File: src/rtl/pcpa_pkg.sv
// Shared constants, codes and controller/datapath types for the per-CPU page allocator.
package pcpa_pkg;

   // Default sizing of the allocator
   localparam int DEF_CPU_COUNT  = 8;
   localparam int DEF_MAX_PAGES  = 32768;
   localparam int DEF_PAGE_BYTES = 4096;

   // Fixed field widths
   localparam int ADDR_W    = 36;
   localparam int CPU_ID_W  = 3;
   localparam int STATUS_W  = 2;
   localparam int CSR_IDX_W = 1;

   // Request kinds
   localparam logic KIND_ALLOC = 1'b0;
   localparam logic KIND_FREE  = 1'b1;

   // Result status codes
   localparam logic [STATUS_W-1:0] ST_OK      = 2'd0;
   localparam logic [STATUS_W-1:0] ST_OOM     = 2'd1;
   localparam logic [STATUS_W-1:0] ST_INVALID = 2'd2;

   // Register indexes and reset values
   localparam logic [CSR_IDX_W-1:0] REG_LOW_BOUND = 1'd0;
   localparam logic [CSR_IDX_W-1:0] REG_TOP       = 1'd1;
   localparam logic [ADDR_W-1:0]    LOW_BOUND_RESET = 36'd0;
   localparam logic [ADDR_W-1:0]    TOP_RESET       = 36'd134217728;

   // Controller to datapath commands
   typedef struct packed {
      logic load_req;  // capture the request item
      logic check;     // range check, pick target list, prime divider
      logic div_step;  // advance page index divider
      logic head_rd;   // read head of target list
      logic push;      // link page in front of head
      logic link_rd;   // read link of popped page
      logic pop;       // advance head past popped page
      logic load_out;  // move result into output register
   } pcpa_cmd_type;

   // Datapath to controller status
   typedef struct packed {
      logic is_free;   // captured item is a free
      logic ok;        // check passed (address in range, or some list not empty)
      logic div_done;  // page index ready
      logic aligned;   // address is a whole multiple of the page size
   } pcpa_stat_type;

endpackage

File: src/rtl/pcpa_ctrl.sv
// Sequencing state machine of the per-CPU page allocator.
module pcpa_ctrl (
   input  logic                   clock,
   input  logic                   reset,
   input  logic                   req_valid,
   output logic                   req_ready,
   output logic                   rsp_valid,
   input  logic                   rsp_ready,
   output pcpa_pkg::pcpa_cmd_type cmd,
   input  pcpa_pkg::pcpa_stat_type stat
);
   import pcpa_pkg::*;

   typedef enum logic [2:0] {
      S_IDLE, S_CHECK, S_DIV, S_HRD, S_PUSH, S_LRD, S_POP, S_FINISH
   } state_type;

   state_type state_ff, state_in;
   logic      rsp_valid_ff, rsp_valid_in;
   logic      out_free;

   assign out_free  = !rsp_valid_ff || rsp_ready;
   assign req_ready = (state_ff == S_IDLE);
   assign rsp_valid = rsp_valid_ff;

   always_comb begin
      state_in = state_ff;
      cmd      = '0;
      case (state_ff)
         S_IDLE: begin
            if (req_valid) begin
               cmd.load_req = 1'b1;
               state_in     = S_CHECK;
            end
         end
         S_CHECK: begin
            cmd.check = 1'b1;
            if (!stat.ok) state_in = S_FINISH;
            else if (stat.is_free) state_in = S_DIV;
            else state_in = S_HRD;
         end
         S_DIV: begin
            cmd.div_step = 1'b1;
            if (stat.div_done) state_in = stat.aligned ? S_HRD : S_FINISH;
         end
         S_HRD: begin
            cmd.head_rd = 1'b1;
            state_in    = stat.is_free ? S_PUSH : S_LRD;
         end
         S_PUSH: begin
            cmd.push = 1'b1;
            state_in = S_FINISH;
         end
         S_LRD: begin
            cmd.link_rd = 1'b1;
            state_in    = S_POP;
         end
         S_POP: begin
            cmd.pop  = 1'b1;
            state_in = S_FINISH;
         end
         S_FINISH: begin
            if (out_free) begin
               cmd.load_out = 1'b1;
               state_in     = S_IDLE;
            end
         end
         default: state_in = S_IDLE;
      endcase
   end

   always_comb begin
      if (cmd.load_out) rsp_valid_in = 1'b1;
      else if (rsp_ready) rsp_valid_in = 1'b0;
      else rsp_valid_in = rsp_valid_ff;
   end

   always_ff @(posedge clock) begin
      if (reset) begin
         state_ff     <= S_IDLE;
         rsp_valid_ff <= 1'b0;
      end else begin
         state_ff     <= state_in;
         rsp_valid_ff <= rsp_valid_in;
      end
   end

endmodule

File: config.mk
export PLATFORM = sky130hd
export DESIGN_NAME = pcpa_ctrl
export DESIGN_NICKNAME = d
export VERILOG_FILES = /design/src/rtl/pcpa_pkg.sv /design/src/rtl/pcpa_ctrl.sv
export SDC_FILE = /design/constraint.sdc
export NUM_CORES = 1
export LEC_CHECK = 0
export ABC_CLOCK_PERIOD_IN_PS = 1300
export BUFFER_PORTS_ARGS = -buffer_cell sky130_fd_sc_hd__buf_2
export CAP_MARGIN = 5
export CORE_AREA = 3 3 40 42
export CTS_CLUSTER_DIAMETER = 200
export DETAILED_ROUTE_END_ITERATION = 7
export DIE_AREA = 0 0 43 45
export PLACE_DENSITY = 0.45
export SLEW_MARGIN = 10
export SYNTH_ARGS = -nofsm -noshare
export SYNTH_HDL_FRONTEND = slang
export SYNTH_SLANG_ARGS = --single-unit
export TNS_END_PERCENT = 5
File: constraint.sdc
create_clock -name clock -period 1.3 [get_ports clock]
set_input_delay 0.26 -clock clock [delete_from_list [all_inputs] [get_ports clock]]
set_output_delay 0.26 -clock clock [all_outputs]
set_load 0.02 [all_outputs]
# Word-level counts from Yosys, hierarchy flattened
# Index checks and enable logic that the tools add are counted.
# Widths: inputs -> output; s select.
# totals
regBits	4
latchBits	0
mem_bits_rw	0
romBits	0
inputBits	8
output_inout_bits	10
elab_cells	38
n_memories	0
# op_classes
addsub	0
n_mul	0
n_div	0
n_lt_le_gt_ge	0
n_eq_ne	10
shift	0
mux	20
bitwise_logic	0
n_reduce_logical	6
# ops
cell	n
$pmux 3 s7	1
$mux 3	5
$mux 1	14
$eq 3x3->1 const B	4
$eq 3x2->1 const B	2
$ne 2x2->1 const B	3
$eq 3x1->1 const B	1
$logic_not 3->1	1
$reduce_and 3->1	1
$reduce_bool 2->1	1
$reduce_or 2->1	1
$logic_not 1->1	1
$logic_or 1x1->1	1

# Depth between registers and ports, before layout
# Gate-level depths: netlist of the first run.
# depth
depth_word	5
depth_mapped	4
ltp_nobuf	3

# Least setup slack after synthesis of the first run
# OpenSTA, ideal clock, no wires.
# synth_timing
kind	register to output
startpoint	register state_ff[2]
endpoint	output cmd[7] (netlist name)
arrival_ps	1254
required_ps	1040
slack_ps	-214
stages_incl_launch_ff	3
cell_sequence	dfxtp_1 buf_2 nor4b_1
# synth_lines
element	line_no	source
start, declared	pcpa_ctrl.sv:18	state_type state_ff, state_in;
start signal, assigned	pcpa_ctrl.sv:83	state_ff <= state_in;
end, declared	pcpa_ctrl.sv:9	output pcpa_pkg::pcpa_cmd_type cmd,

==> results of run 1 <==
-- where the power goes --
group,total (mW),internal [mW],switching [mW]
clock network,0.155,0.103,0.0514
registers,0.174,0.145,0.0295
logic,0.309,0.160,0.150
total,0.638,0.408,0.231
-- layout by cell type, fill, tap and decap left out, drive strengths merged --
master,n
a2111oi,1
a21oi,2
a31oi,1
and2,2
and3b,1
buf,25
clkbuf,3
dfxtp,4
mux2i,1
nand2,3
nand2b,1
nand3,1
nor2,6
nor2b,1
nor3,3
nor3b,1
nor4b,1
o21a,1
o21ai,1
o2bb2ai,1
-- synth_stat cells (2+ instances only) --
library cell	instances	share of area
a21oi_1	2	0.037
and2_1	2	0.046
buf_2	2	0.037
buf_4	2	0.055
dfxtp_1	4	0.29
nand2_1	3	0.041
nor2_1	5	0.069
nor3_1	3	0.055
-- kinds of logic after synthesis --
kind of cell,synth area share
AOI/OAI and AO/OA,0.192
buffers and inverters,0.0913
DFF,0.292
muxes,0.0365
and+or+nand+nor,0.388
-- worst paths after layout --
path / endpoint / slack [ns] / cells after the start
max reg2reg: state_ff[2]$_SDFFE_PP0P_ / 0.24 / 3
min reg2reg: state_ff[2]$_SDFFE_PP0P_ / 0.58 / 2
min: state_ff[2]$_SDFFE_PP0P_ / 0.23 / 2
max: cmd[7] / -0.13 / 3
-- flip-flops by register name (all words and copies together) (netlist names) --
name	cells
rsp_valid	1
state_ff	3
-- through the flow --
step,setup slack (ns),utilization,hold WS [ns]
final,-0.132,0.401,0.227
after floorplan,-0.0555,-,0.329
after detailed placement,0.0294,0.330,0.476
after global routing,-0.150,0.401,0.224
after CTS,-0.133,0.401,0.226
after global placement,0.0752,0.330,0.481
-- routing by layer --
layer	up-vias	part of all wire	routed length [µm]	track usage
met5	-	0	0	0
met4	0	0.013	11	0.0542
met2	10	0.56	478	0.189
li1	174	-	-	-
met1	157	0.36	308	0.0916
met3	2	0.070	60	0.0637
-- final cells by class --
cell class,count,share of cell area
sequential,4,0.172
tap,15,0.0364
clock buffer,3,0.0437
timing repair buffer,25,0.367
multi-input combinational,28,0.381
-- what timing repair did --
| item | CTS | global route |
|---|---|---|
| gates resized for setup | 20 | 0 |
| pin swaps | 1 | 1 |
| setup buffers | 1 | 0 |
| setup endpoints to repair | 9 | 9 |
==> run summary, run 1 <==
final period utilization: 1.10
footprint of the multi-input gates: 196 µm²
GR Util All Layers: 0.105
Post-synth EDFFs: 0
#FFs+latches synth: 4
min-delay src: stat[2]
Register Area: 88.8 µm²
Initial DRC Count: 5
Root Driver: clkbuf_4
fillcell total: 149
clk buf depth: 2
largest net degree at the start of global routing: 8
placed insts: 71
final hold violations: 0
Synth Area per Inst: 7.61 µm²
IO Count: 18
core area: 1280 µm²
layout cells sized above 1: 0.617
Max Cap Viol: 0
fmax: 698 MHz
arrival time worst endpoint: 1.17 ns
post-synth net total: 44
die area: 1940 µm²
Bufs and invs on worst path: 2
port bufs: 17
CP max-delay cell: dfxtp_2
outcome: finished, violations left
Tmin final: 1.43 ns
via count: 343
Peak VDD IR: 0.574 mV
PnR Total Power: 0.638 mW
Die Ht: 45 µm
setup TNS: -0.328 ns
Initial Util: 0.213
CP startpoint: state_ff[0]$_SDFFE_PP0P_
routed wire length: 858 µm
Setup Viol. Count Final: 6
floorplan row count: 13
sequential-to-total area share from yosys stat: 0.292
Primary FF master, synth: dfxtp_1
P_leak: 0.242 nW
first-pass GRT wire length: 1390 µm
CP top delay family: flip-flops
clock-pin slew on the worst setup and hold paths: 0.04 ns
cells after synthesis: 36
post-route cell area: 515 µm²
Ant. Diodes: 0
Die Wd: 43 µm
mapped cell area: 274 µm²
Worst path max stage delay: 0.34 ns
crit path capture type: output pin
WL/cell: 11.4 µm
Net count, final: 70
Clock Latency Late Sink: 0.24 ns
H-tree Lvls: 1
Worst-Margin Slew: 0.270 ns
warnings from Yosys: 0
vias in the first global route: 340
CTS sink count: 4
DR pass1 iterations: 4
hold crit path type: in -> reg
Distinct cells, synth: 21
worst-path maximum fanout: 7
dpl cell area: 424 µm²
CTS buffer count: 3
RR Startpoint: state_ff[1]$_SDFFE_PP0P_
drt drc: 0
initial antenna violation count: 0
GRT overflow: 0
crit-path cells: buf_12 > nor4b_4 > buf_4
Area Growth Syn to Fin: 88.1%
Setup CP Type: reg -> out
CTS tree: yes
Cell Pwr Density: 1240 nW/µm²
WP data required: 1.04 ns
RSZ-0062 raised after global routing: yes
post-route insts no fill: 75
Rel. slew slack: 0.819
cts hold-fix bufs: 0
Via density: 4.57
FFs w/ async S/R, synth: 0
Routed Antenna Nets: 0
Routability Congestion: 0.648
failing checks: negative setup slack
Final Max Slew Viols: 0
crit start category: flop
post-route setup slack: -0.132 ns
Fin Clk Skew: 0.00324 ns
Power figures use the tool's default switching activity.
==> run 2: changes to the inputs <==
--- a/config.mk
+++ b/config.mk
@@ -6,13 +6,13 @@
 export NUM_CORES = 1
 export LEC_CHECK = 0
 export ABC_CLOCK_PERIOD_IN_PS = 1300
-export BUFFER_PORTS_ARGS = -buffer_cell sky130_fd_sc_hd__buf_2
 export CAP_MARGIN = 5
 export CORE_AREA = 3 3 40 42
 export CTS_CLUSTER_DIAMETER = 200
 export DETAILED_ROUTE_END_ITERATION = 7
 export DIE_AREA = 0 0 43 45
-export PLACE_DENSITY = 0.45
+export DONT_BUFFER_PORTS = 1
+export PLACE_DENSITY = 0.34
 export SLEW_MARGIN = 10
 export SYNTH_ARGS = -nofsm -noshare
 export SYNTH_HDL_FRONTEND = slang
==> run summary, run 2 (same netlist as run 1, synthesis figures left out) <==
outcome: finished, violations left
failing checks: negative setup slack
core area: 1280 µm² (unchanged)
Final Max Slew Viols: 0 (unchanged)
Die Ht: 45 µm (unchanged)
layout cells sized above 1: 0.563 (-0.0542)
post-route setup slack: -0.0395 ns (+0.0924 ns)
final period utilization: 1.03 (-0.0711)
Cell Pwr Density: 1340 nW/µm² (+8.2%)
Routed Antenna Nets: 0 (unchanged)
CTS tree: yes
Peak VDD IR: 0.501 mV (-13%)
CP top delay family: flip-flops
GRT overflow: 0 (unchanged)
Root Driver: clkbuf_4
DR pass1 iterations: 2 (-2)
Max Cap Viol: 0 (unchanged)
vias in the first global route: 302 (-11%)
CTS sink count: 4 (unchanged)
floorplan row count: 13 (unchanged)
crit-path cells: buf_6 > nor4b_4 > buf_4
clock-pin slew on the worst setup and hold paths: 0.04 ns (about the same)
Clock Latency Late Sink: 0.23 ns (about the same)
via count: 299 (-13%)
Die Wd: 43 µm (unchanged)
Ant. Diodes: 0 (unchanged)
final hold violations: 0 (unchanged)
arrival time worst endpoint: 1.08 ns (-0.09 ns)
Setup CP Type: reg -> out
fin util: 0.347 (-0.0545)
Worst-Margin Slew: 0.247 ns (-0.0237 ns)
most common cell after layout, fill and taps aside: buf_4
worst-path maximum fanout: 4 (-3)
Rel. slew slack: 0.835 (+0.0158)
CP max-delay cell: dfxtp_4
drt drc: 0 (unchanged)
RSZ-0062 raised after global routing: yes
WP data required: 1.04 ns (about the same)
Register Area: 91.3 µm² (+2.8%)
first-pass GRT wire length: 1310 µm (-5.4%)
Area Growth Syn to Fin: 62.6%
routed wire length: 760 µm (-11%)
port bufs: 0 (-17)
Initial Util: 0.213 (unchanged)
GR Util All Layers: 0.0916 (-0.0133)
P_leak: 0.189 nW (-22%)
footprint of the multi-input gates: 199 µm² (+1.3%)
clk buf depth: 2 (unchanged)
crit path capture type: output pin
initial antenna violation count: 0 (unchanged)
number of flip-flops in the largest register: 3 (unchanged)
Routability Congestion: 0.661 (+2.0%)
cts hold-fix bufs: 0 (unchanged)
WL/cell: 12.1 µm (+5.5%)
Initial DRC Count: 3 (-2)
Tmin final: 1.34 ns (-0.0924 ns)
dpl cell area: 349 µm² (-18%)
Net count, final: 58 (-17%)
post-detail-place hpwl: 599 µm
IO Count: 18 (unchanged)
Worst path max stage delay: 0.35 ns (about the same)
fmax: 747 MHz (+6.9%)
largest net degree at the start of global routing: 12 (+4)
crit start category: flop
most frequent cells in the layout: buf_4 (11), nor2_1 (5), nand2_1 (3), clkbuf_4 (3), dfxtp_4 (3)
Via density: 4.75 (+3.8%)
H-tree Lvls: 1 (unchanged)
hold crit path type: in -> reg
Fin Clk Skew: 0.00333 ns (+0.0000850 ns)
fillcell total: 140 (-6.0%)
post-route cell area: 445 µm² (-14%)
die area: 1940 µm² (unchanged)
Top reg by flops: state_ff
Bufs and invs on worst path: 2 (unchanged)
Setup Viol. Count Final: 4 (-2)
CTS buffer count: 3 (unchanged)
[run 2: layout make-up]
| class | instances | share of cell area |
|---|---|---|
| clock buffers | 3 | 0.0506 |
| multi-input cells | 28 | 0.447 |
| flip-flops and latches | 4 | 0.205 |
| well taps | 15 | 0.0421 |
| repair buffers | 13 | 0.256 |
[run 2: path summary, 6_finish.rpt]
path / start / end / slack [ns] / depth (start not counted)
min reg2reg: state_ff[0]$_SDFFE_PP0P_ / rsp_valid$_SDFFE_PP0P_ / 0.62 / 2
max: state_ff[1]$_SDFFE_PP0P_ / cmd[7] / -0.04 / 3
min: reset / state_ff[0]$_SDFFE_PP0P_ / 0.08 / 1
max reg2reg: state_ff[1]$_SDFFE_PP0P_ / state_ff[0]$_SDFFE_PP0P_ / 0.21 / 5
[run 2: report_power, final]
| part | internal (mW) | switching [mW] |
|---|---|---|
| combinational | 0.139 | 0.122 |
| sequential | 0.146 | 0.0410 |
| clock | 0.103 | 0.0458 |
| total | 0.387 | 0.209 |
[run 2: worst register-to-register path, cell delays in order, from the launching register on]
cell	delay [ns]
dfxtp_4	0.37
buf_6	0.12
buf_4	0.11
mux2i_1	0.17
o2bb2ai_1	0.13
a21oi_1	0.08
[run 2: routing by layer]
layer | wire (µm) | track usage | vias to the layer above
li1 | - | - | 150
met1 | 280 | 0.0892 | 135
met2 | 382 | 0.162 | 14
met3 | 96 | 0.0637 | 0
met4 | 0 | 0.0181 | 0
met5 | 0 | 0 | -
[run 2: through the flow]
| stage | hold WS (ns) | instances | setup TNS (ns) | setup slack [ns] | total power, mW |
|---|---|---|---|---|---|
| after global routing | 0.0705 | 63 | -0.458 | -0.103 | 0.642 |
| after floorplan | 0.329 | 36 | -0.0555 | -0.0555 | 0.322 |
| after CTS | 0.0778 | 62 | -0.152 | -0.0578 | 0.598 |
| after detailed placement | 0.334 | 57 | 0 | 0.0926 | 0.378 |
| after global placement | 0.332 | 57 | 0 | 0.109 | 0.373 |
| final | 0.0846 | 63 | -0.0974 | -0.0395 | 0.596 |
[run 2: timing repair]
item	4_1_cts	5_1_grt
buffers inserted	2	1
endpoints found under the setup margin	9	8
gates resized for setup	13	1
==> run 3: changes to the inputs <==
--- a/config.mk
+++ b/config.mk
@@ -8,10 +8,10 @@
 export ABC_CLOCK_PERIOD_IN_PS = 1300
 export CAP_MARGIN = 5
 export CORE_AREA = 3 3 40 42
-export CTS_CLUSTER_DIAMETER = 200
 export DETAILED_ROUTE_END_ITERATION = 7
 export DIE_AREA = 0 0 43 45
 export DONT_BUFFER_PORTS = 1
+export GPL_TIMING_DRIVEN = 0
 export PLACE_DENSITY = 0.34
 export SLEW_MARGIN = 10
 export SYNTH_ARGS = -nofsm -noshare
==> run summary, run 3 (same netlist as run 1, synthesis figures left out) <==
outcome: finished, violations left
failing checks: negative setup slack
Switch Pwr: 0.232 mW (+11%)
routed wire length: 801 µm (+5.4%)
CTS sink count: 4 (unchanged)
post-route setup slack: -0.0713 ns (-0.0317 ns)
most common cell after layout, fill and taps aside: buf_4
Cell Pwr Density: 1340 nW/µm² (about the same)
CP max-delay cell: nor4b_4
CTS buffer count: 3 (unchanged)
Worst-Margin Slew: 0.420 ns (+0.174 ns)
Via density: 4.95 (+4.3%)
setup TNS: -0.216 ns (-0.118 ns)
vias in the first global route: 318 (+5.3%)
Max Cap Viol: 0 (unchanged)
smallest hold slack: 0.0790 ns (-0.00551 ns)
CTS tree: yes
DR pass1 iterations: 2 (unchanged)
IO Count: 18 (unchanged)
GRT overflow: 0 (unchanged)
fin util: 0.360 (+0.0136)
layout cells sized above 1: 0.636 (+0.0739)
Root Driver: clkbuf_4
initial antenna violation count: 0 (unchanged)
number of flip-flops in the largest register: 3 (unchanged)
Clk network pwr share: 0.248 (about the same)
Fin Clk Skew: 0.00554 ns (+0.00222 ns)
Net count, final: 54 (-6.9%)
post-route cell area: 463 µm² (+3.9%)
fmax: 729 MHz (-2.3%)
Peak VDD IR: 0.486 mV (-3.0%)
Initial DRC Count: 2 (-1)
Die Ht: 45 µm (unchanged)
GR Util All Layers: 0.0976 (+0.00599)
final hold violations: 0 (unchanged)
WP data required: 1.04 ns (about the same)
placed insts: 51 (-11%)
Rel. slew slack: 0.718 (-0.117)
Initial Util: 0.213 (unchanged)
hold crit path type: in -> reg
Comb pwr share: 0.490 (+0.053)
via count: 292 (-2.3%)
Setup CP Type: reg -> out
sequential share of power: 0.262 (-0.051)
internal power: 0.389 mW (+0.37%)
port bufs: 0 (unchanged)
Tmin final: 1.37 ns (+0.0317 ns)
Final Max Slew Viols: 0 (unchanged)
first-pass GRT wire length: 1310 µm (unchanged)
Worst path max stage delay: 0.42 ns (+0.07 ns)
Routability Congestion: 0.618 (-6.4%)
RSZ-0062 raised after global routing: yes
die area: 1940 µm² (unchanged)
switching share of power: 0.373 (+0.0226)
post-route insts no fill: 59 (-6.3%)
largest net degree at the start of global routing: 11 (-1)
fillcell total: 146 (+4.3%)
crit start category: flop
final period utilization: 1.05 (+0.0244)
crit-path cells: buf_6 > nor4b_4
clock-pin slew on the worst setup and hold paths: 0.04 ns (about the same)
Routed Antenna Nets: 0 (unchanged)
Place WS: -0.137 ns (-0.229 ns)
WL/cell: 13.6 µm (+13%)
crit path capture type: output pin
Top reg by flops: state_ff
worst-path maximum fanout: 7 (+3)
arrival time worst endpoint: 1.11 ns (+0.03 ns)
clk buf depth: 2 (unchanged)
Ant. Diodes: 0 (unchanged)
PnR Total Power: 0.620 mW (+4.0%)
core area: 1280 µm² (unchanged)
P_leak: 0.175 nW (-7.5%)
H-tree Lvls: 1 (unchanged)
Clock Latency Late Sink: 0.24 ns (about the same)
drt drc: 0 (unchanged)
Die Wd: 43 µm (unchanged)
Setup Viol. Count Final: 4 (unchanged)
dpl cell area: 299 µm² (-14%)
Area Growth Syn to Fin: 68.9%
floorplan row count: 13 (unchanged)
run 3: cell count changes in the layout (fill, tap and decap cells not counted), sizes merged:
| cell | delta |
|---|---|
| buf | -4 |
run 3: power groups by stage:
stage / sequential [mW] / combinational [mW] / clock, mW
after floorplan: 0.153 / 0.169 / 0
after global placement: 0.156 / 0.190 / 0
after detailed placement: 0.157 / 0.194 / 0
after CTS: 0.161 / 0.299 / 0.164
after global routing: 0.166 / 0.326 / 0.174
final: 0.162 / 0.304 / 0.154
run 3: worst max-delay path, delay by kind of cell, from the launching register on:
kind                   cells  cell delay (ns)
DFF                        1             0.32
and+or+nand+nor            1             0.42
buffers and inverters      1             0.13
run 3: what timing repair did:
action,CTS,global route
resized for setup,25,3
pin swaps,3,1
buffers inserted,5,0
setup endpoints to repair,10,9
hold buffers,0,0
run 3: path summary, 6_finish.rpt:
check | startpoint | to | slack, ns | cells after the start
max | state_ff[2]$_SDFFE_PP0P_ | cmd[7] | -0.07 | 2
max reg2reg | rsp_valid$_SDFFE_PP0P_ | state_ff[2]$_SDFFE_PP0P_ | 0.21 | 4
min reg2reg | state_ff[1]$_SDFFE_PP0P_ | state_ff[2]$_SDFFE_PP0P_ | 0.62 | 3
min | reset | state_ff[0]$_SDFFE_PP0P_ | 0.08 | 1
run 3: layout make-up:
type                            instances  area (µm²)  area share
Clock buffer                            3        22.5      0.0486
Buffer                                  4        48.8       0.105
Sequential cell                         4        87.6       0.189
Timing Repair Buffer                    5        50.0       0.108
Tap cell                               15        18.8      0.0405
Multi-Input combinational cell         28         235       0.508
run 3: layer usage:
metal,track usage,routed length (µm),up-vias
met2,0.165,410,14
met5,0,0,-
met3,0.0637,81,2
met4,0.0542,11,0
met1,0.0896,296,133
li1,-,-,143
